## src/rtl/assert_macros.svh

```systemverilog
// Assertion macros shared by the RTL of the command line parser.
// Each macro expects signals named clk and arst_n in the module that uses it.
`ifndef ASSERT_MACROS_SVH
`define ASSERT_MACROS_SVH

// Same-cycle implication, switched off while reset is asserted.
`define TCLP_ASSERT_IMP(lbl, ante, cons, msg) \
	lbl: assert property (@(posedge clk) disable iff (!arst_n) (ante) |-> (cons)) \
		else $error(msg);

// Next-cycle implication, switched off while reset is asserted.
`define TCLP_ASSERT_NXT(lbl, ante, cons, msg) \
	lbl: assert property (@(posedge clk) disable iff (!arst_n) (ante) |=> (cons)) \
		else $error(msg);

`endif

```

## src/rtl/tclp_pkg.sv

```systemverilog
// Package of the command line parser: types, character codes, keyword table.
// No dependencies; every RTL module of the parser imports it.
package tclp_pkg;

	localparam int MAX_FIELD_LEN = 256;
	localparam int FCW           = $clog2(MAX_FIELD_LEN + 1);
	localparam int LEN_W         = 9;
	localparam int CMD_MAX       = 6;
	localparam int NUM_KW        = 6;
	localparam int QUEUE_DEPTH   = 4;
	localparam int QPTR_W        = $clog2(QUEUE_DEPTH);
	localparam int QCNT_W        = $clog2(QUEUE_DEPTH + 1);
	localparam int OUT_FIELDS_W  = 8 + 8 + 3 + 2 * LEN_W + 1;
	localparam int OUT_DATA_W    = ((OUT_FIELDS_W + 7) / 8) * 8;

	localparam logic [7:0] CH_TAB      = 8'h09;
	localparam logic [7:0] CH_LF       = 8'h0A;
	localparam logic [7:0] CH_CR       = 8'h0D;
	localparam logic [7:0] CH_SPACE    = 8'h20;
	localparam logic [7:0] CH_UPPER_A  = 8'h41;
	localparam logic [7:0] CH_UPPER_Z  = 8'h5A;
	localparam logic [7:0] CASE_OFFSET = 8'h20;

	typedef enum logic [2:0] {
		PH_LEAD, PH_CMD, PH_GAP1, PH_KEY, PH_GAP2, PH_VAL, PH_JUNK
	} phase_t;

	typedef enum logic [2:0] {
		CMD_NONE, CMD_QUIT, CMD_SET, CMD_GET, CMD_DEL, CMD_EXISTS
	} cmd_t;

	typedef enum logic [1:0] {
		KIND_KEY, KIND_VALUE, KIND_VERDICT
	} kind_t;

	typedef logic [CMD_MAX-1:0][7:0] cmd_chars_t;

	// One queue entry: an optional key/value byte and an optional verdict.
	typedef struct packed {
		logic              data_vld;
		kind_t             data_kind;
		logic [7:0]        data_byte;
		logic [7:0]        position;
		logic              verdict_vld;
		cmd_t              command_kind;
		logic [LEN_W-1:0]  key_length;
		logic [LEN_W-1:0]  value_length;
		logic              overflow;
	} tclp_item_t;

	typedef struct packed {
		logic empty;
		logic full;
	} tclp_q_status_t;

	// Keywords, first character in byte 0, unused bytes zero.
	localparam cmd_chars_t KW_TEXT [NUM_KW] = '{
		'{8'h00, 8'h00, 8'h74, 8'h69, 8'h75, 8'h71},
		'{8'h00, 8'h00, 8'h74, 8'h69, 8'h78, 8'h65},
		'{8'h00, 8'h00, 8'h00, 8'h74, 8'h65, 8'h73},
		'{8'h00, 8'h00, 8'h00, 8'h74, 8'h65, 8'h67},
		'{8'h00, 8'h00, 8'h00, 8'h6C, 8'h65, 8'h64},
		'{8'h73, 8'h74, 8'h73, 8'h69, 8'h78, 8'h65}
	};
	localparam logic [2:0] KW_LEN [NUM_KW] = '{3'd4, 3'd4, 3'd3, 3'd3, 3'd3, 3'd6};
	localparam cmd_t KW_CODE [NUM_KW] = '{
		CMD_QUIT, CMD_QUIT, CMD_SET, CMD_GET, CMD_DEL, CMD_EXISTS
	};

	function automatic logic is_blank(logic [7:0] c);
		return c == CH_SPACE || (c >= CH_TAB && c <= CH_CR);
	endfunction

	function automatic logic is_delim(logic [7:0] c);
		return c == CH_SPACE || c == CH_TAB || c == CH_CR || c == CH_LF;
	endfunction

	// Compare the first n characters against all keywords in parallel.
	function automatic cmd_t kw_match(cmd_chars_t ch, logic [FCW-1:0] n);
		cmd_t r;
		logic same;
		r = CMD_NONE;
		for (int i = 0; i < NUM_KW; i++) begin
			same = (n == FCW'(KW_LEN[i]));
			for (int j = 0; j < CMD_MAX; j++) begin
				if (j < int'(KW_LEN[i]) && ch[j] != KW_TEXT[i][j])
					same = 1'b0;
			end
			if (same)
				r = KW_CODE[i];
		end
		return r;
	endfunction

	// Close the command token: trailing VT/FF only allowed for quit/exit.
	function automatic cmd_t cmd_finish(cmd_chars_t ch, logic [2:0] cnt,
			logic [FCW-1:0] nb, logic too_long);
		cmd_t m;
		m = kw_match(ch, nb);
		if (too_long)
			m = CMD_NONE;
		else if (m != CMD_QUIT && nb != FCW'(cnt))
			m = CMD_NONE;
		return m;
	endfunction

endpackage

```

## src/rtl/tclp_front.sv

```systemverilog
// Front end of the command line parser: takes bytes, tracks the line phase,
// matches the command and queues key/value bytes and verdicts. Uses tclp_pkg.
module tclp_front
	import tclp_pkg::*;
(
	input  logic           clk,
	input  logic           arst_n,
	input  logic           s_tvalid,
	output logic           s_tready,
	input  logic [7:0]     s_tdata,    // in_byte[7:0]
	input  logic           s_tlast,    // end_of_line
	input  tclp_q_status_t q_st,
	output logic           push,
	output tclp_item_t     push_item
);

	phase_t           ph_q, ph_st;
	cmd_chars_t       chars_q, chars_st, chars_add;
	logic [2:0]       cnt_q, cnt_st, cnt_add;
	logic             tl_q, tl_st, tl_add;
	cmd_t             match_q, match_st, fin_cur, fin_add;
	logic [FCW-1:0]   fc_q, fc_st, nb_q, nb_st, nb_add;
	logic [FCW-1:0]   keylen_q, keylen_st, fc_inc;
	logic             ovf_q, ovf_st;
	logic             accept, blank, delim, f_full;
	logic [7:0]       lc;
	logic             emit;
	kind_t            emit_kind;
	logic [FCW-1:0]   emit_pos;
	cmd_t             v_cmd;
	logic [FCW-1:0]   v_klen, v_vlen;

	assign s_tready = !q_st.full;
	assign accept   = s_tvalid && s_tready;
	assign blank    = is_blank(s_tdata);
	assign delim    = is_delim(s_tdata);
	assign lc       = (s_tdata >= CH_UPPER_A && s_tdata <= CH_UPPER_Z) ?
		s_tdata + CASE_OFFSET : s_tdata;
	assign f_full   = fc_q >= FCW'(MAX_FIELD_LEN);
	assign fc_inc   = FCW'(fc_q + 1'b1);

	// Command character append
	always_comb begin
		chars_add = chars_q;
		cnt_add   = cnt_q;
		nb_add    = nb_q;
		tl_add    = tl_q;
		if (cnt_q < 3'(CMD_MAX)) begin
			chars_add[cnt_q] = lc;
			cnt_add          = 3'(cnt_q + 1'b1);
			if (!blank)
				nb_add = FCW'(cnt_add);
		end else if (!blank) begin
			tl_add = 1'b1;
		end
	end

	assign fin_cur = cmd_finish(chars_q, cnt_q, nb_q, tl_q);
	assign fin_add = cmd_finish(chars_add, cnt_add, nb_add, tl_add);

	// Next state of the line parser for the accepted byte
	always_comb begin
		ph_st     = ph_q;
		chars_st  = chars_q;
		cnt_st    = cnt_q;
		tl_st     = tl_q;
		match_st  = match_q;
		fc_st     = fc_q;
		nb_st     = nb_q;
		keylen_st = keylen_q;
		ovf_st    = ovf_q;
		emit      = 1'b0;
		emit_kind = KIND_KEY;
		emit_pos  = fc_q;
		unique case (ph_q)
			PH_LEAD: begin
				if (!blank) begin
					chars_st = chars_add;
					cnt_st   = cnt_add;
					nb_st    = nb_add;
					tl_st    = tl_add;
					ph_st    = PH_CMD;
				end
			end
			PH_CMD: begin
				if (delim) begin
					match_st = fin_cur;
					ph_st    = PH_GAP1;
				end else begin
					chars_st = chars_add;
					cnt_st   = cnt_add;
					nb_st    = nb_add;
					tl_st    = tl_add;
				end
			end
			PH_GAP1: begin
				if (!blank) begin
					if (match_q == CMD_NONE || match_q == CMD_QUIT) begin
						ph_st = PH_JUNK;
					end else begin
						fc_st    = FCW'(1);
						nb_st    = FCW'(1);
						emit     = 1'b1;
						emit_pos = '0;
						ph_st    = PH_KEY;
					end
				end
			end
			PH_KEY: begin
				if (delim) begin
					keylen_st = (match_q == CMD_SET) ? fc_q : nb_q;
					ph_st     = PH_GAP2;
				end else if (f_full) begin
					ovf_st = 1'b1;
				end else begin
					emit  = 1'b1;
					fc_st = fc_inc;
					if (!blank)
						nb_st = fc_inc;
				end
			end
			PH_GAP2: begin
				if (!blank) begin
					if (match_q == CMD_SET) begin
						fc_st     = FCW'(1);
						nb_st     = FCW'(1);
						emit      = 1'b1;
						emit_kind = KIND_VALUE;
						emit_pos  = '0;
						ph_st     = PH_VAL;
					end else begin
						ph_st = PH_JUNK;
					end
				end
			end
			PH_VAL: begin
				emit_kind = KIND_VALUE;
				if (f_full) begin
					ovf_st = 1'b1;
				end else begin
					emit  = 1'b1;
					fc_st = fc_inc;
					if (!blank)
						nb_st = fc_inc;
				end
			end
			PH_JUNK: begin
			end
			default: begin
			end
		endcase
	end

	// Outputs: verdict from the state after this byte, and the queue entry
	always_comb begin
		v_cmd  = CMD_NONE;
		v_klen = '0;
		v_vlen = '0;
		unique case (ph_st)
			PH_CMD: begin
				if (fin_add == CMD_QUIT)
					v_cmd = CMD_QUIT;
			end
			PH_GAP1: begin
				if (match_st == CMD_QUIT)
					v_cmd = CMD_QUIT;
			end
			PH_KEY: begin
				if (match_st != CMD_SET) begin
					v_cmd  = match_st;
					v_klen = nb_st;
				end
			end
			PH_GAP2: begin
				if (match_st != CMD_SET) begin
					v_cmd  = match_st;
					v_klen = keylen_st;
				end
			end
			PH_VAL: begin
				v_cmd  = CMD_SET;
				v_klen = keylen_st;
				v_vlen = nb_st;
			end
			default: begin
			end
		endcase
		push                   = accept && (emit || s_tlast);
		push_item.data_vld     = emit;
		push_item.data_kind    = emit_kind;
		push_item.data_byte    = s_tdata;
		push_item.position     = 8'(emit_pos);
		push_item.verdict_vld  = s_tlast;
		push_item.command_kind = v_cmd;
		push_item.key_length   = LEN_W'(v_klen);
		push_item.value_length = LEN_W'(v_vlen);
		push_item.overflow     = ovf_st;
	end

	always_ff @(posedge clk or negedge arst_n) begin
		if (!arst_n) begin
			ph_q     <= PH_LEAD;
			chars_q  <= '0;
			cnt_q    <= '0;
			tl_q     <= 1'b0;
			match_q  <= CMD_NONE;
			fc_q     <= '0;
			nb_q     <= '0;
			keylen_q <= '0;
			ovf_q    <= 1'b0;
		end else if (accept) begin
			if (s_tlast) begin
				ph_q     <= PH_LEAD;
				chars_q  <= '0;
				cnt_q    <= '0;
				tl_q     <= 1'b0;
				match_q  <= CMD_NONE;
				fc_q     <= '0;
				nb_q     <= '0;
				keylen_q <= '0;
				ovf_q    <= 1'b0;
			end else begin
				ph_q     <= ph_st;
				chars_q  <= chars_st;
				cnt_q    <= cnt_st;
				tl_q     <= tl_st;
				match_q  <= match_st;
				fc_q     <= fc_st;
				nb_q     <= nb_st;
				keylen_q <= keylen_st;
				ovf_q    <= ovf_st;
			end
		end
	end

endmodule

```

## src/rtl/tclp_queue.sv

```systemverilog
// Short queue between the front and back ends of the command line parser.
// Uses tclp_pkg and the assertion macros in assert_macros.svh.
`include "assert_macros.svh"

module tclp_queue
	import tclp_pkg::*;
(
	input  logic           clk,
	input  logic           arst_n,
	input  logic           push,
	input  tclp_item_t     push_item,
	input  logic           pop,
	output tclp_item_t     head_item,
	output tclp_q_status_t q_st
);

	tclp_item_t        entries_q [QUEUE_DEPTH];
	logic [QPTR_W-1:0] wr_ptr_q, rd_ptr_q;
	logic [QCNT_W-1:0] cnt_q;

	assign head_item = entries_q[rd_ptr_q];
	assign q_st.empty = cnt_q == '0;
	assign q_st.full  = cnt_q == QCNT_W'(QUEUE_DEPTH);

	always_ff @(posedge clk) begin
		if (push)
			entries_q[wr_ptr_q] <= push_item;
	end

	always_ff @(posedge clk or negedge arst_n) begin
		if (!arst_n) begin
			wr_ptr_q <= '0;
			rd_ptr_q <= '0;
			cnt_q    <= '0;
		end else begin
			if (push)
				wr_ptr_q <= QPTR_W'(wr_ptr_q + 1'b1);
			if (pop)
				rd_ptr_q <= QPTR_W'(rd_ptr_q + 1'b1);
			if (push && !pop)
				cnt_q <= QCNT_W'(cnt_q + 1'b1);
			else if (pop && !push)
				cnt_q <= QCNT_W'(cnt_q - 1'b1);
		end
	end

	`TCLP_ASSERT_IMP(a_no_overrun, push, !q_st.full, "push into a full queue")
	`TCLP_ASSERT_IMP(a_no_underrun, pop, !q_st.empty, "pop from an empty queue")
	`TCLP_ASSERT_NXT(a_push_fills, push && !pop, !q_st.empty, "queue empty after a push")

endmodule

```

## src/rtl/tclp_back.sv

```systemverilog
// Back end of the command line parser: drains the queue and presents one
// result per transfer from an output register. Uses tclp_pkg and assert_macros.svh.
`include "assert_macros.svh"

module tclp_back
	import tclp_pkg::*;
(
	input  logic                  clk,
	input  logic                  arst_n,
	input  tclp_item_t            head_item,
	input  tclp_q_status_t        q_st,
	output logic                  pop,
	output logic                  m_tvalid,
	input  logic                  m_tready,
	output logic [OUT_DATA_W-1:0] m_tdata,
	output logic [1:0]            m_tuser,
	output logic                  m_tlast
);

	logic             valid_q, half_q;
	logic             load, take, data_part;
	kind_t            kind_q;
	logic [7:0]       byte_q, pos_q;
	cmd_t             cmd_q;
	logic [LEN_W-1:0] klen_q, vlen_q;
	logic             ovf_q, last_q;

	assign load      = !valid_q || m_tready;
	assign take      = load && !q_st.empty;
	// A queue entry holding a byte and a verdict goes out in two transfers.
	assign data_part = head_item.data_vld && !half_q;
	assign pop       = take && !(data_part && head_item.verdict_vld);

	always_ff @(posedge clk or negedge arst_n) begin
		if (!arst_n) begin
			valid_q <= 1'b0;
			half_q  <= 1'b0;
		end else begin
			if (load)
				valid_q <= !q_st.empty;
			if (take)
				half_q <= data_part && head_item.verdict_vld;
		end
	end

	always_ff @(posedge clk) begin
		if (take) begin
			if (data_part) begin
				kind_q <= head_item.data_kind;
				byte_q <= head_item.data_byte;
				pos_q  <= head_item.position;
				cmd_q  <= CMD_NONE;
				klen_q <= '0;
				vlen_q <= '0;
				ovf_q  <= 1'b0;
				last_q <= 1'b0;
			end else begin
				kind_q <= KIND_VERDICT;
				byte_q <= '0;
				pos_q  <= '0;
				cmd_q  <= head_item.command_kind;
				klen_q <= head_item.key_length;
				vlen_q <= head_item.value_length;
				ovf_q  <= head_item.overflow;
				last_q <= 1'b1;
			end
		end
	end

	assign m_tvalid = valid_q;
	assign m_tuser  = kind_q;
	assign m_tlast  = last_q;
	assign m_tdata  = {{(OUT_DATA_W - OUT_FIELDS_W){1'b0}}, ovf_q, vlen_q, klen_q,
		cmd_q, pos_q, byte_q};

	`TCLP_ASSERT_IMP(a_half_pair, half_q, !q_st.empty && head_item.verdict_vld,
		"split entry lost its verdict")
	`TCLP_ASSERT_IMP(a_last_on_verdict, valid_q && last_q, kind_q == KIND_VERDICT,
		"end of run flagged on a data result")

endmodule

```

## src/rtl/text_command_line_parser.sv

```systemverilog
// Top level of the text command line parser: front end, queue and back end.
// Depends on tclp_pkg, tclp_front, tclp_queue and tclp_back.
//
//   Channel  Direction  Signals                      Carries
//   s_*      in         tvalid tready tdata tlast    one character of the line per transfer
//   m_*      out        tvalid tready tdata tuser    key byte, value byte or line verdict
//                       tlast
//
// One character is taken in every cycle while the four-entry queue has room.
// A character yields at most one key/value byte, and the last character of a
// line adds the verdict, so that character can give two results; the back end
// sends one result per cycle unless m_tready holds it back. A result passes through
// the queue and then the output register before it is offered on m_tvalid. The front
// end stalls only on a full queue, the back end only on m_tready. The asynchronous
// reset puts the parser before the command of a fresh line and empties the queue
// and the output register.
module text_command_line_parser
	import tclp_pkg::*;
(
	input  logic                  clk,
	input  logic                  arst_n,
	input  logic                  s_tvalid,
	output logic                  s_tready,
	input  logic [7:0]            s_tdata,   // in_byte[7:0]
	input  logic                  s_tlast,   // end_of_line
	output logic                  m_tvalid,
	input  logic                  m_tready,
	// data_byte[7:0], position[15:8], command_kind[18:16], key_length[27:19],
	// value_length[36:28], overflow[37], zero fill[39:38]
	output logic [OUT_DATA_W-1:0] m_tdata,
	output logic [1:0]            m_tuser,   // result_kind[1:0]
	output logic                  m_tlast    // last
);

	// Front to queue: one entry for every character that produces results.
	logic           push;
	tclp_item_t     push_item;
	// Queue to back end.
	logic           pop;
	tclp_item_t     head_item;
	tclp_q_status_t q_st;

	tclp_front u_front (
		.clk       (clk),
		.arst_n    (arst_n),
		.s_tvalid  (s_tvalid),
		.s_tready  (s_tready),
		.s_tdata   (s_tdata),
		.s_tlast   (s_tlast),
		.q_st      (q_st),
		.push      (push),
		.push_item (push_item)
	);

	tclp_queue u_queue (
		.clk       (clk),
		.arst_n    (arst_n),
		.push      (push),
		.push_item (push_item),
		.pop       (pop),
		.head_item (head_item),
		.q_st      (q_st)
	);

	tclp_back u_back (
		.clk       (clk),
		.arst_n    (arst_n),
		.head_item (head_item),
		.q_st      (q_st),
		.pop       (pop),
		.m_tvalid  (m_tvalid),
		.m_tready  (m_tready),
		.m_tdata   (m_tdata),
		.m_tuser   (m_tuser),
		.m_tlast   (m_tlast)
	);

endmodule
```

## config.mk

```make
export PLATFORM = sky130hd
export DESIGN_NAME = text_command_line_parser
export DESIGN_NICKNAME = d
export VERILOG_FILES = /design/src/rtl/tclp_pkg.sv /design/src/rtl/tclp_front.sv /design/src/rtl/tclp_queue.sv /design/src/rtl/tclp_back.sv /design/src/rtl/text_command_line_parser.sv
export VERILOG_INCLUDE_DIRS = /design/src /design/src/rtl
export SDC_FILE = /design/constraint.sdc
export NUM_CORES = 1
export LEC_CHECK = 0
export BUFFER_PORTS_ARGS = -buffer_cell sky130_fd_sc_hd__clkbuf_2
export CORE_MARGIN = 3
export CORE_UTILIZATION = 56
export CTS_CLUSTER_DIAMETER = 150
export DETAILED_ROUTE_END_ITERATION = 10
export MAX_ROUTING_LAYER = met4
export PLACE_DENSITY = 0.74
export SETUP_SLACK_MARGIN = 0.15
export SLEW_MARGIN = 25
export SYNTH_ARGS = -nofsm -noshare
export SYNTH_HDL_FRONTEND = slang
export SYNTH_SLANG_ARGS = --single-unit
```

## constraint.sdc

```tcl
create_clock -name clk -period 5.2 [get_ports clk]
set_clock_uncertainty 0.15 [all_clocks]
set_input_delay 0.52 -clock clk [delete_from_list [all_inputs] [get_ports clk]]
set_output_delay 0.52 -clock clk [all_outputs]
set_load 0.02 [all_outputs]
```

=== Word level (Yosys, flattened, before mapping) ===
Memories as Yosys holds them, arrays and structs flattened.
Index checks and enable logic that the tools add are counted.

* Register bits: 136
* Memories kept: 1
* RAM bits: 168
* Logic and storage cells: 297

{| class="wikitable"
|+ Memories
! memory !! words !! width !! read ports !! clocked after Yosys merged registers in !! write ports !! RTL line !! text
|-
| u_queue.entries_q || 4 || 42 || 1 || 0 || 1 || tclp_queue.sv:17 || <nowiki>tclp_item_t entries_q [QUEUE_DEPTH];</nowiki>
|}

* Equal/unequal tests: 67
* Reductions and logical operators: 36
* Mux-type cells: 151
* Order comparisons: 8
* $add $sub $neg: 7

{| class="wikitable"
|+ Operators with widths
! kind !! number
|-
| $ne A8 B7 Y1 const B || 30
|-
| $mux W9 || 26
|-
| $mux W48 || 4
|-
| $pmux W48 S2 || 1
|-
| $mux W3 || 25
|-
| $mux W1 || 70
|-
| $pmux W9 S6 || 1
|-
| $bwmux W48 || 1
|-
| $mux W8 || 6
|-
| $eq A9 B3 Y1 const B || 4
|-
| $pmux W9 S4 || 1
|-
| $pmux W9 S3 || 1
|-
| $demux W8 S3 || 1
|-
| $eq A8 B4 Y1 const B || 3
|-
| $eq A9 B2 Y1 const B || 2
|-
| $ne A3 B3 Y1 const B || 6
|-
| $ne A9 B3 Y1 || 2
|-
| $pmux W8 S2 || 1
|-
| $eq A3 B1 Y1 const B || 5
|-
| $eq A3 B2 Y1 const B || 5
|-
| $eq A3 B3 Y1 const B || 5
|-
| $pmux W3 S5 || 1
|-
| $logic_and A1 B1 Y1 || 13
|-
| $mux W2 || 6
|-
| 30 further kinds || 49
|}

=== Longest topological paths before layout ===
Gate-level depths: netlist of the first run.

* Word-level depth: 24
* Mapped depth: 15

=== Cells and area by module ===
A second synthesis of the first run with hierarchy kept.

* Cell total of the unflattened synthesis: 1120
* Area, all modules: 14510.2 um^2

{| class="wikitable"
|+ By module, submodules not included
! module !! area an instance (um^2) !! instances !! cells each !! sequential area each (um^2)
|-
| tclp_queue || 6512.5 || 1 || 254 || 5220.0
|-
| tclp_front || 6357.3 || 1 || 766 || 2152.1
|-
| tclp_back || 1640.3 || 1 || 100 || 1281.2
|}

=== Worst setup path after synthesis of the first run ===
No wires, ideal clock.

* Path type: input port to flip-flop
* From: in m_tready
* To: reg u_queue.cnt_q[1]
* Setup time: 125 ps
* Arrival: 4122 ps
* Buffers on the path: 0
* Stages: 7
* Data required time: 4925 ps
* Slack: 803 ps
* Cells stage by stage: inv_1 > a21oi_1 > nand2_1 > ha_1 > inv_1 > fa_1 > mux2_2

* Cells in the longest elaborated chain, start to end: 6

{| class="wikitable"
|+ Ends and longest elaborated chain
! item !! RTL line !! text
|-
| start: declaration || text_command_line_parser.sv:27 || <nowiki>input logic m_tready,</nowiki>
|-
| $logic_or A1 B1 Y1 (*) || tclp_back.sv:28 || <nowiki>assign load = !valid_q || m_tready;</nowiki>
|-
| $logic_and A1 B1 Y1 (*) || tclp_back.sv:29 || <nowiki>assign take = load && !q_st.empty;</nowiki>
|-
| named net u_back.take || tclp_back.sv:21 || <nowiki>logic load, take, data_part;</nowiki>
|-
| $logic_and A1 B1 Y1 (*) || tclp_back.sv:32 || <nowiki>assign pop = take && !(data_part && head_item.verdict_vld);</nowiki>
|-
| $logic_not A1 Y1 || tclp_queue.sv:40 || <nowiki>if (push && !pop)</nowiki>
|-
| $logic_and A1 B1 Y1 || tclp_queue.sv:40 ||
|-
| $mux W3 / $reduce_bool A2 Y1 (equally long branches) || n/a ||
|-
| end signal: assignment || tclp_queue.sv:41 || <nowiki>cnt_q <= QCNT_W'(cnt_q + 1'b1);</nowiki>
|-
| end signal: assignment || tclp_queue.sv:43 || <nowiki>cnt_q <= QCNT_W'(cnt_q - 1'b1);</nowiki>
|-
| end: declaration || tclp_queue.sv:19 || <nowiki>logic [QCNT_W-1:0] cnt_q;</nowiki>
|}

Mark *: on every way through the listed nets, which the timed path passes. The rest lies on a longest branch.
A chain may end at the register's enable or synchronous reset.

==> results of run 1 <==
## report_power, final
group | switching, mW | total [mW] | internal [mW]
Sequential | 0.275 | 3.40 | 3.12
Combinational | 1.43 | 2.34 | 0.912
Clock | 0.899 | 2.09 | 1.19
## routing by layer
metal / global-route usage, % / wire length [um] / up-vias
li1: - / - / 3829
met4: 6.391 / 788 / 0
met5: - / 0 / -
met2: 38.47 / 14500 / 309
met3: 2.750 / 1784 / 65
met1: 32.36 / 12160 / 4257
## per-stage QoR
step                      cell area, sq um  cells
after global routing                 14940   1360
final                                14940   1360
after detailed placement             13940   1302
after CTS                            14930   1360
after floorplan                      13330    971
after global placement               13940   1302
## layout make-up
| cell class | count | area (sq um) | area share [%] |
|---|---|---|---|
| clock buffer | 37 | 797.0 | 5.335 |
| clock inverter | 19 | 172.7 | 1.156 |
| inverter | 22 | 82.58 | 0.5528 |
| multi-input combinational | 593 | 4507 | 30.17 |
| sequential | 300 | 8536 | 57.14 |
| tap | 313 | 391.6 | 2.621 |
| timing repair buffer | 76 | 452.9 | 3.032 |
## layout by cell type, fill, tap and decap left out, types with 4 or more instances in the layout
cell,count
clkbuf_1,5
xor2_1,8
nor3_1,18
and2_1,21
a22o_1,40
clkinv_2,11
nand3b_1,8
nand2_1,72
nor2_1,49
nand2b_1,7
mux2i_1,13
dfrtp_1,93
nand4_1,6
nor2b_1,34
a22oi_1,4
and3_1,5
buf_4,19
ha_1,9
nor4_1,4
a32o_1,10
clkbuf_2,54
nor4bb_1,4
inv_1,22
clkbuf_16,30
o31ai_1,4
nand3_1,15
xnor2_1,8
a21o_1,6
o21ai_0,51
o21ai_1,5
a21oi_1,45
and2_2,4
o22ai_1,15
edfxtp_1,205
and4b_1,4
mux4_2,41
## state kept, by name, indices dropped and copies added, names as in the netlist, 2 cells and up
register,count
u_queue.entries_q,164
u_front.chars_q,48
u_back.klen_q,9
u_back.vlen_q,9
u_front.fc_q,9
u_front.keylen_q,9
u_front.nb_q,9
u_back.byte_q,8
u_back.pos_q,8
u_back.cmd_q,3
u_front.cnt_q,3
u_front.match_q,3
u_front.ph_q,3
u_queue.cnt_q,3
u_back.m_tuser,2
u_queue.rd_ptr_q,2
u_queue.wr_ptr_q,2
## cell families (layout without fill, tap and decap cells)
kind of cell             Yosys count  after routing  synth area share, %
adder cells (fa/ha/maj)           10             10               0.9956
XOR/XNOR                          16             16                1.052
buffers and inverters             78            154                2.320
other                              1              2              0.02815
multiplexers                      57             57                8.162
AND/OR/NAND/NOR                  285            285                11.67
flip-flops                       300            300                64.06
AO/OA/AOI/OAI                    223            223                11.72
## repair_timing
item | in CTS | in global routing
setup buffers | 0 | 0
hold endpoints to repair | 26 | 0
hold buffers | 2 | 0
## final timing paths
path	from	endpoint	slack [ns]	cells after the start
worst max-delay path	s_tdata[2]	u_queue.cnt_q[1]	1.31	12
worst min-delay path	s_tdata[7]	u_queue.entries_q[3][38]	0.13	1
worst max register to register	u_front.ph_q[2]	u_queue.cnt_q[2]	1.33	13
worst min register to register	u_front.chars_q[29]	u_front.chars_q[29]	0.33	1
max in group asynchronous	arst_n	u_front.fc_q[0]	3.39	3
min in group asynchronous	arst_n	u_queue.wr_ptr_q[1]	0.26	2
## worst max-delay path, delay by kind of cell
family | cells | cell delay [ns]
mux | 1 | 0.26
buf+inv | 3 | 0.66
fa+ha+maj | 2 | 0.68
simple gates | 2 | 0.87
compound gates | 4 | 1.20
==> flow_summary.html, run 1 <==
<table>
<tr><th>Metric</th><th>Value</th></tr>
<tr><th colspan="2">Status</th></tr>
<tr><td>Run status</td><td>complete, no violations</td></tr>
<tr><th colspan="2">Synthesis</th></tr>
<tr><td>Post-synthesis cell count</td><td>970</td></tr>
<tr><td>Largest area contributor in the netlist</td><td>edfxtp_1</td></tr>
<tr><td>Synth area leaders</td><td>edfxtp_1 46%, dfrtp_1 18%, mux4_2 6.9%</td></tr>
<tr><td>Mapped cell area</td><td>0.01332 sq mm</td></tr>
<tr><td>Commonest register cell after synthesis</td><td>edfxtp_1</td></tr>
<tr><td>Most instantiated library cell after synthesis</td><td>edfxtp_1</td></tr>
<tr><td>Proportion of netlist area held by the largest area contributor</td><td>46.21%</td></tr>
<tr><td>Mean instance size in the synthesized netlist</td><td>~14 sq um</td></tr>
<tr><td>Number of storage elements in the synthesis netlist</td><td>300</td></tr>
<tr><td>Post-synth EDFFs</td><td>approximately 210</td></tr>
<tr><td>Async set-reset flop share out of synthesis</td><td>between 30% and 40%</td></tr>
<tr><td>Warning count from the yosys run</td><td>0</td></tr>
<tr><td>Share of the yosys chip area belonging to registers</td><td>between 60 and 70%</td></tr>
<tr><td>Synth unique cells</td><td>83</td></tr>
<tr><td>Synth cell count leaders</td><td>205 x edfxtp_1, 95 x dfrtp_1, 72 x nand2_1</td></tr>
<tr><th colspan="2">Critical path</th></tr>
<tr><td>Worst stage delay on the critical path</td><td>slightly above 0.7 ns</td></tr>
<tr><td>Dominant cell type by count on the critical path</td><td>inv_1</td></tr>
<tr><td>Kind of capture point of the worst setup path</td><td>register</td></tr>
<tr><td>Sort of element at the start of the critical path</td><td>primary input</td></tr>
<tr><td>Required time of the worst setup path</td><td>5.50 ns</td></tr>
<tr><td>Crit Path Max Fanout</td><td>18</td></tr>
<tr><td>Type of the worst setup path</td><td>in2reg</td></tr>
<tr><td>Cell with the largest stage delay on the worst path</td><td>or4b_2</td></tr>
<tr><td>Critical path cell sequence</td><td>clkbuf_2 -&gt; or4b_2 -&gt; a21oi_1 -&gt; or3_1 -&gt; o211ai_1 -&gt; a21o_1 -&gt; o21ai_2 -&gt; inv_1 -&gt; ha_1 -&gt; inv_1 -&gt; fa_1 -&gt; mux2_2</td></tr>
<tr><td>Arrival time worst endpoint</td><td>4.19 ns</td></tr>
<tr><th colspan="2">CTS</th></tr>
<tr><td>Clock slew seen by the registers of the worst setup and hold paths</td><td>0.06 ns</td></tr>
<tr><td>Number of H-tree branching levels</td><td>1</td></tr>
<tr><td>Clock network latency to the later pin of the worst-skew pair</td><td>0.57 ns</td></tr>
<tr><td>Clock Tree Buf Depth</td><td>3</td></tr>
<tr><td>Cell at the root of the clock tree</td><td>clkbuf_16</td></tr>
<tr><td>TritonCTS clock tree</td><td>built</td></tr>
<tr><td>Number of buffers added by the clock tree synthesis step</td><td>30</td></tr>
<tr><td>Num Clock Sinks</td><td>300</td></tr>
<tr><td>Total of cells resized after clock tree synthesis</td><td>0</td></tr>
<tr><th colspan="2">Floorplan</th></tr>
<tr><td>Number of top-level design ports</td><td>58</td></tr>
<tr><td>Core ar.</td><td>0.02298 sq mm</td></tr>
<tr><td>Die area</td><td>0.02568 sq mm</td></tr>
<tr><td>Initial core utilization</td><td>57.96%</td></tr>
<tr><td>DIE HEIGHT</td><td>approximately 160 um</td></tr>
<tr><td>Standard-cell row count</td><td>55</td></tr>
<tr><td>Die Span X</td><td>160.2 um</td></tr>
<tr><th colspan="2">Detailed routing</th></tr>
<tr><td>Routed len/inst</td><td>between 20 and 25 um</td></tr>
<tr><td>DRC marker count from the first detailed-route iteration</td><td>825</td></tr>
<tr><td>Iteration count of the initial detailed-routing pass</td><td>8</td></tr>
<tr><td>Vias</td><td>8,460</td></tr>
<tr><td>Routed via count divided by cell count</td><td>6.221</td></tr>
<tr><td>Total detailed-routing wirelength</td><td>29.24 mm</td></tr>
<tr><td>Antenna-violating nets left</td><td>0</td></tr>
<tr><td>Post-route DRC violation count</td><td>0</td></tr>
<tr><th colspan="2">Cells and area</th></tr>
<tr><td>Antenna Diode Count</td><td>0</td></tr>
<tr><td>Fraction of final layout cells with drive strength greater than 1</td><td>a little under a fifth</td></tr>
<tr><td>Number of nets in the layout</td><td>1,046</td></tr>
<tr><td>Syn-to-layout area delta</td><td>12.14%</td></tr>
<tr><td>Number of inserted filler cells in the final layout</td><td>1,660</td></tr>
<tr><td>Fin util</td><td>65.00%</td></tr>
<tr><th colspan="2">Timing</th></tr>
<tr><td>Fin Hold WS</td><td>0.1305 ns</td></tr>
<tr><td>Sum Neg Setup Slack</td><td>0 ns</td></tr>
<tr><td>Worst-Margin Slew</td><td>1.086 ns</td></tr>
<tr><td>RSZ-0062 raised after global routing</td><td>false</td></tr>
<tr><td>Count of endpoints failing hold in the final timing report</td><td>0</td></tr>
<tr><td>Post-route fraction of the period consumed by the critical path</td><td>74.85%</td></tr>
<tr><td>Max Slew Vio Count</td><td>0</td></tr>
<tr><td>Maximum clock frequency</td><td>approximately 0.26 GHz</td></tr>
<tr><td>Slew Limit Headroom</td><td>around a quarter</td></tr>
<tr><td>Crit path time final</td><td>3.892 ns</td></tr>
<tr><td>Final setup violating endpoints</td><td>0</td></tr>
<tr><td>Least setup slack across all paths after layout</td><td>1.308 ns</td></tr>
<tr><th colspan="2">Global routing</th></tr>
<tr><td>Overflow after GRT</td><td>0</td></tr>
<tr><td>Wire length of the first global-routing pass</td><td>47.44 mm</td></tr>
<tr><td>GRT Total Usage</td><td>23.71%</td></tr>
<tr><td>Maximum number of pins on one net before global-route repair</td><td>71</td></tr>
<tr><td>Vias in the first global route</td><td>8,584</td></tr>
<tr><td>Initial antenna violation count</td><td>0</td></tr>
<tr><th colspan="2">Pwr</th></tr>
<tr><td>P per Cell Area</td><td>524.2 mW/mm^2</td></tr>
<tr><td>Static power due to leakage</td><td>5.598 nW</td></tr>
<tr><td>Peak supply drop</td><td>approximately 0.33 mV</td></tr>
<tr><td>Total power</td><td>7.832 mW</td></tr>
<tr><th colspan="2">Worst hold path</th></tr>
<tr><td>Path category of the worst min-delay check</td><td>in2reg</td></tr>
<tr><th colspan="2">Placement</th></tr>
<tr><td>Last weighted congestion value of the routability-driven placer</td><td>approximately 0.9</td></tr>
<tr><td>Post-DP HPWL</td><td>19.04 mm</td></tr>
<tr><td>Port buffer count</td><td>55</td></tr>
<tr><td>Pre-CTS WS</td><td>a little under 0.6 ns</td></tr>
<tr><th colspan="2">Run</th></tr>
<tr><td>Number of max-capacitance violations reported</td><td>0</td></tr>
</table>
No activity file was read; power rests on OpenSTA's default activity.
==> inputs of run 2 (changes only) <==
--- a/config.mk
+++ b/config.mk
@@ -6,13 +6,14 @@
 export SDC_FILE = /design/constraint.sdc
 export NUM_CORES = 1
 export LEC_CHECK = 0
+export ABC_AREA = 1
 export BUFFER_PORTS_ARGS = -buffer_cell sky130_fd_sc_hd__clkbuf_2
 export CORE_MARGIN = 3
 export CORE_UTILIZATION = 56
 export CTS_CLUSTER_DIAMETER = 150
 export DETAILED_ROUTE_END_ITERATION = 10
 export MAX_ROUTING_LAYER = met4
-export PLACE_DENSITY = 0.74
+export PLACE_DENSITY = 0.76
 export SETUP_SLACK_MARGIN = 0.15
 export SLEW_MARGIN = 25
 export SYNTH_ARGS = -nofsm -noshare
==> constraint.sdc (replaced) <==
create_clock -name clk -period 3.4 [get_ports clk]
set_clock_uncertainty 0.15 [all_clocks]
set_input_delay 0.34 -clock clk [delete_from_list [all_inputs] [get_ports clk]]
set_output_delay 0.34 -clock clk [all_outputs]
set_load 0.02 [all_outputs]
==> run 2 against run 1 <==
  * Highest routed layer unchanged
  * Combinational power up 110%
  * Hold slack worse by 0.10 ns
  * Clock power up 71%
  * Critical path depth up 7
==> flow_summary.html, run 2 <==
<table>
<tr><th>Metric</th><th>Value</th></tr>
<tr><th colspan="2">CTS</th></tr>
<tr><td>Clock slew seen by the registers of the worst setup and hold paths</td><td>0.07 ns (was 0.06 ns)</td></tr>
<tr><td>Num Clock Sinks</td><td>300 (unchanged)</td></tr>
<tr><td>Clock network latency to the later pin of the worst-skew pair</td><td>0.57 ns (about the same)</td></tr>
<tr><td>Cell at the root of the clock tree</td><td>clkbuf_16 (unchanged)</td></tr>
<tr><td>Clock Tree Buf Depth</td><td>3 (unchanged)</td></tr>
<tr><td>Number of H-tree branching levels</td><td>1 (unchanged)</td></tr>
<tr><td>Number of buffers added by the clock tree synthesis step</td><td>31 (was 30)</td></tr>
<tr><td>TritonCTS clock tree</td><td>built (unchanged)</td></tr>
<tr><th colspan="2">Synthesis</th></tr>
<tr><td>Synth unique cells</td><td>51 (was 83)</td></tr>
<tr><td>Commonest register cell after synthesis</td><td>edfxtp_1 (unchanged)</td></tr>
<tr><td>Largest area contributor in the netlist</td><td>edfxtp_1 (unchanged)</td></tr>
<tr><td>Warning count from the yosys run</td><td>0 (unchanged)</td></tr>
<tr><td>Mean instance size in the synthesized netlist</td><td>9.596 sq um (was 13.73 sq um)</td></tr>
<tr><td>Post-synth EDFFs</td><td>205 (unchanged)</td></tr>
<tr><td>Most instantiated library cell after synthesis</td><td>nand2_1 (was edfxtp_1)</td></tr>
<tr><td>Number of storage elements in the synthesis netlist</td><td>300 (unchanged)</td></tr>
<tr><td>Share of the yosys chip area belonging to registers</td><td>60.04% (was 64.06%)</td></tr>
<tr><td>Mapped cell area</td><td>0.01421 sq mm (was 0.01332 sq mm)</td></tr>
<tr><td>Proportion of netlist area held by the largest area contributor</td><td>43.31% (was 46.21%)</td></tr>
<tr><td>Synth cell count leaders</td><td>256 x nand2_1, 205 x edfxtp_1, 205 x nor2_1 (was 205 x edfxtp_1, 95 x dfrtp_1, 72 x nand2_1)</td></tr>
<tr><td>Synth area leaders</td><td>edfxtp_1 43%, dfrtp_1 17%, nand2_1 6.8% (was edfxtp_1 46%, dfrtp_1 18%, mux4_2 6.9%)</td></tr>
<tr><td>Post-synthesis cell count</td><td>1,481 (was 970)</td></tr>
<tr><td>Async set-reset flop share out of synthesis</td><td>31.67% (unchanged)</td></tr>
<tr><th colspan="2">Pwr</th></tr>
<tr><td>Sw Pwr</td><td>5.389 mW (was 2.604 mW)</td></tr>
<tr><td>Peak supply drop</td><td>0.5607 mV (was 0.3311 mV)</td></tr>
<tr><td>Total power</td><td>13.81 mW (was 7.832 mW)</td></tr>
<tr><td>Switching share of total power</td><td>39.02% (was 33.25%)</td></tr>
<tr><td>Clock share of power</td><td>25.9% (was 26.7%)</td></tr>
<tr><td>Internal power consumption</td><td>8.424 mW (was 5.227 mW)</td></tr>
<tr><td>Power share of the combinational group</td><td>35.6% (was 29.9%)</td></tr>
<tr><td>Static power due to leakage</td><td>6.682 nW (was 5.598 nW)</td></tr>
<tr><td>Flop pwr share</td><td>38.5% (was 43.4%)</td></tr>
<tr><td>P per Cell Area</td><td>859.4 mW/mm^2 (was 524.2 mW/mm^2)</td></tr>
<tr><th colspan="2">Cells and area</th></tr>
<tr><td>Fraction of final layout cells with drive strength greater than 1</td><td>12.81% (was 18.72%)</td></tr>
<tr><td>Antenna Diode Count</td><td>0 (unchanged)</td></tr>
<tr><td>Max reg flops</td><td>164 (unchanged)</td></tr>
<tr><td>Most flops, register</td><td>u_queue.entries_q (unchanged)</td></tr>
<tr><td>Post-route standard cell area excluding fillers</td><td>0.01607 sq mm (was 0.01494 sq mm)</td></tr>
<tr><td>Most common cell after layout, fill and taps aside</td><td>nand2_1 (was edfxtp_1)</td></tr>
<tr><td>Number of nets in the layout</td><td>1,559 (was 1,046)</td></tr>
<tr><td>Largest registers</td><td>u_queue.entries_q: 164 flops, u_front.chars_q: 48 flops (unchanged)</td></tr>
<tr><td>Most frequent cells in the layout</td><td>256 x nand2_1, 205 x edfxtp_1, 201 x nor2_1 (was 205 x edfxtp_1, 93 x dfrtp_1, 72 x nand2_1)</td></tr>
<tr><td>Syn-to-layout area delta</td><td>13.09% (was 12.14%)</td></tr>
<tr><td>Number of inserted filler cells in the final layout</td><td>1,883 (was 1,660)</td></tr>
<tr><th colspan="2">Critical path</th></tr>
<tr><td>Cell with the largest stage delay on the worst path</td><td>dlygate4sd3_1 (was or4b_2)</td></tr>
<tr><td>Arrival time worst endpoint</td><td>3.30 ns (was 4.19 ns)</td></tr>
<tr><td>Type of the worst setup path</td><td>in2reg (unchanged)</td></tr>
<tr><td>Sort of element at the start of the critical path</td><td>primary input (unchanged)</td></tr>
<tr><td>Worst stage delay on the critical path</td><td>0.55 ns (was 0.71 ns)</td></tr>
<tr><td>Required time of the worst setup path</td><td>3.69 ns (was 5.50 ns)</td></tr>
<tr><td>Crit Path Max Fanout</td><td>10 (was 18)</td></tr>
<tr><td>Critical path cell sequence</td><td>dlygate4sd3_1 -&gt; buf_2 -&gt; nand2_1 -&gt; clkinv_1 -&gt; nand2_1 -&gt; nand2_1 -&gt; nand2_1 -&gt; nand3_2 -&gt; nand2_4 -&gt; nand2_2 -&gt; nand3_2 -&gt; o21ai_4 -&gt; inv_2 -&gt; ha_1 -&gt; inv_1 -&gt; fa_1 -&gt; a21oi_1 -&gt; o21ai_0 -&gt; xor2_1 (was clkbuf_2 -&gt; or4b_2 -&gt; a21oi_1 -&gt; or3_1 -&gt; o211ai_1 -&gt; a21o_1 -&gt; o21ai_2 -&gt; inv_1 -&gt; ha_1 -&gt; inv_1 -&gt; fa_1 -&gt; mux2_2)</td></tr>
<tr><td>Dominant cell type by count on the critical path</td><td>nand2_1 (was inv_1)</td></tr>
<tr><td>Kind of capture point of the worst setup path</td><td>register (unchanged)</td></tr>
<tr><th colspan="2">Status</th></tr>
<tr><td>Run status</td><td>complete, no violations (unchanged)</td></tr>
<tr><th colspan="2">Detailed routing</th></tr>
<tr><td>Iteration count of the initial detailed-routing pass</td><td>6 (was 8)</td></tr>
<tr><td>DRC marker count from the first detailed-route iteration</td><td>1,318 (was 825)</td></tr>
<tr><td>Routed len/inst</td><td>18.49 um (was 21.50 um)</td></tr>
<tr><td>Vias</td><td>10,930 (was 8,460)</td></tr>
<tr><td>Post-route DRC violation count</td><td>0 (unchanged)</td></tr>
<tr><td>Total detailed-routing wirelength</td><td>34.86 mm (was 29.24 mm)</td></tr>
<tr><td>Antenna-violating nets left</td><td>0 (unchanged)</td></tr>
<tr><td>Routed via count divided by cell count</td><td>5.800 (was 6.221)</td></tr>
<tr><th colspan="2">Timing</th></tr>
<tr><td>Count of endpoints failing hold in the final timing report</td><td>0 (unchanged)</td></tr>
<tr><td>Sum Neg Setup Slack</td><td>0 ns (unchanged)</td></tr>
<tr><td>Max Slew Vio Count</td><td>0 (unchanged)</td></tr>
<tr><td>Slew Limit Headroom</td><td>48.43% (was 26.47%)</td></tr>
<tr><td>Worst-Margin Slew</td><td>0.7689 ns (was 1.086 ns)</td></tr>
<tr><td>Maximum clock frequency</td><td>approximately 0.33 GHz</td></tr>
<tr><td>RSZ-0062 raised after global routing</td><td>false (unchanged)</td></tr>
<tr><td>Crit path time final</td><td>3.006 ns</td></tr>
<tr><td>Post-route fraction of the period consumed by the critical path</td><td>88.42%</td></tr>
<tr><td>Final setup violating endpoints</td><td>0 (unchanged)</td></tr>
<tr><th colspan="2">Global routing</th></tr>
<tr><td>Initial antenna violation count</td><td>0 (unchanged)</td></tr>
<tr><td>Overflow after GRT</td><td>0 (unchanged)</td></tr>
<tr><td>GRT Total Usage</td><td>26.67% (was 23.71%)</td></tr>
<tr><td>Vias in the first global route</td><td>10,600 (was 8,584)</td></tr>
<tr><td>Wire length of the first global-routing pass</td><td>55.80 mm (was 47.44 mm)</td></tr>
<tr><td>Maximum number of pins on one net before global-route repair</td><td>65 (was 71)</td></tr>
<tr><th colspan="2">Floorplan</th></tr>
<tr><td>Standard-cell row count</td><td>57 (was 55)</td></tr>
<tr><td>Die Span X</td><td>165.3 um (was 160.2 um)</td></tr>
<tr><td>Number of top-level design ports</td><td>58 (unchanged)</td></tr>
<tr><td>DIE HEIGHT</td><td>165.3 um (was 160.2 um)</td></tr>
<tr><td>Die area</td><td>0.02733 sq mm (was 0.02568 sq mm)</td></tr>
<tr><td>Core ar.</td><td>0.02460 sq mm (was 0.02298 sq mm)</td></tr>
<tr><td>Initial core utilization</td><td>57.76% (was 57.96%)</td></tr>
<tr><th colspan="2">Worst hold path</th></tr>
<tr><td>Path category of the worst min-delay check</td><td>in2reg (unchanged)</td></tr>
<tr><th colspan="2">Placement</th></tr>
<tr><td>Instance area after placement</td><td>0.01492 sq mm (was 0.01394 sq mm)</td></tr>
<tr><td>Port buffer count</td><td>55 (unchanged)</td></tr>
<tr><td>Last weighted congestion value of the routability-driven placer</td><td>0.9807 (was 0.9085)</td></tr>
<tr><td>Post-DP HPWL</td><td>23.00 mm (was 19.04 mm)</td></tr>
<tr><th colspan="2">Run</th></tr>
<tr><td>Number of max-capacitance violations reported</td><td>0 (unchanged)</td></tr>
</table>
run 2: changes by cell type after synthesis, sizes merged, moves of 13 or more:
cell | previous run | this run
mux4 | 41 | 0
mux2i | 13 | 0
o22ai | 15 | 56
nor2 | 49 | 215
nand4 | 6 | 27
a21oi | 46 | 30
a22o | 41 | 13
nand2 | 73 | 272
nand3 | 15 | 87
inv | 22 | 152
nor2b | 35 | 0
and2 | 26 | 1
o21ai | 58 | 181
run 2: worst paths after layout:
kind	start	to	slack, ns	depth (start not counted)
setup / recovery	s_tdata[3]	u_queue.cnt_q[2]	0.39	19
hold / removal	s_tdata[0]	u_queue.entries_q[3][31]	0.03	1
setup reg to reg	u_front.ph_q[2]	u_queue.cnt_q[2]	0.43	15
hold reg to reg	u_front.chars_q[44]	u_front.chars_q[44]	0.36	2
max in group asynchronous	arst_n	u_front.nb_q[6]	2.15	3
min in group asynchronous	arst_n	u_front.chars_q[38]	0.24	2
run 2: layout make-up:
class	count	area [sq um]	area share (%)
flip-flops and latches	300	8534	53.10
well taps	324	405.4	2.522
clock buffers	37	828.3	5.153
inverters	153	574.3	3.573
multi-input cells	965	4882	30.38
clock inverters	21	267.8	1.666
repair buffers	85	580.6	3.612
run 2: cells by family after synthesis:
logic type      count (synthesis)  share of synthesized area (%)
compound gates                306                          12.25
flops                         300                          60.04
simple gates                  633                          19.90
xor+xnor                       14                         0.8627
other cells                     1                        0.02639
buf+inv                       217                          5.986
fa+ha+maj                      10                         0.9332
run 2: repair_timing:
| action | 4_1_cts | 5_1_grt |
|---|---|---|
| setup endpoints to repair | 0 | 1 |
| buffers inserted | 0 | 0 |
| hold endpoints to repair | 72 | 0 |
| hold buffers | 6 | 0 |
| resized for setup | 0 | 1 |
run 2: metrics by stage:
step	setup slack, ns	hold WS (ns)	utilization, %	std cells
final	0.3938	0.02685	65.32	1885
after global routing	0.1802	0.03194	65.32	1885
after CTS	0.4142	0.002647	65.32	1885
after detailed placement	0.3588	0.3224	60.63	1821
after global placement	0.4228	0.3146	60.63	1821
after floorplan	-0.3788	-0.1056	-	1482
run 2: routing by layer:
| layer | vias to the layer above | GRT usage [%] | wire length [um] |
|---|---|---|---|
| met2 | 490 | 41.99 | 16390 |
| met1 | 5159 | 35.98 | 14670 |
| met5 | - | - | 0 |
| met3 | 97 | 3.617 | 2635 |
| li1 | 5187 | - | - |
| met4 | 0 | 9.603 | 1160 |
run 2: worst max-delay path: cells and delay by family:
family | cells | cell delay [ns]
and+or+nand+nor | 8 | 0.86
buffers and inverters | 5 | 1.04
adders and majority gates | 2 | 0.58
AOI/OAI and AO/OA | 3 | 0.32
xor gates and xnor gates | 1 | 0.15
run 2: power by group through the flow:
stage	Combinational, mW	Sequential (mW)	Clock [mW]
finish	4.91	5.32	3.57
global route	5.48	5.41	3.76
CTS	4.88	5.31	3.62
detailed placement	4.84	5.37	0
global placement	4.72	5.33	0
floorplan	3.21	5.54	0
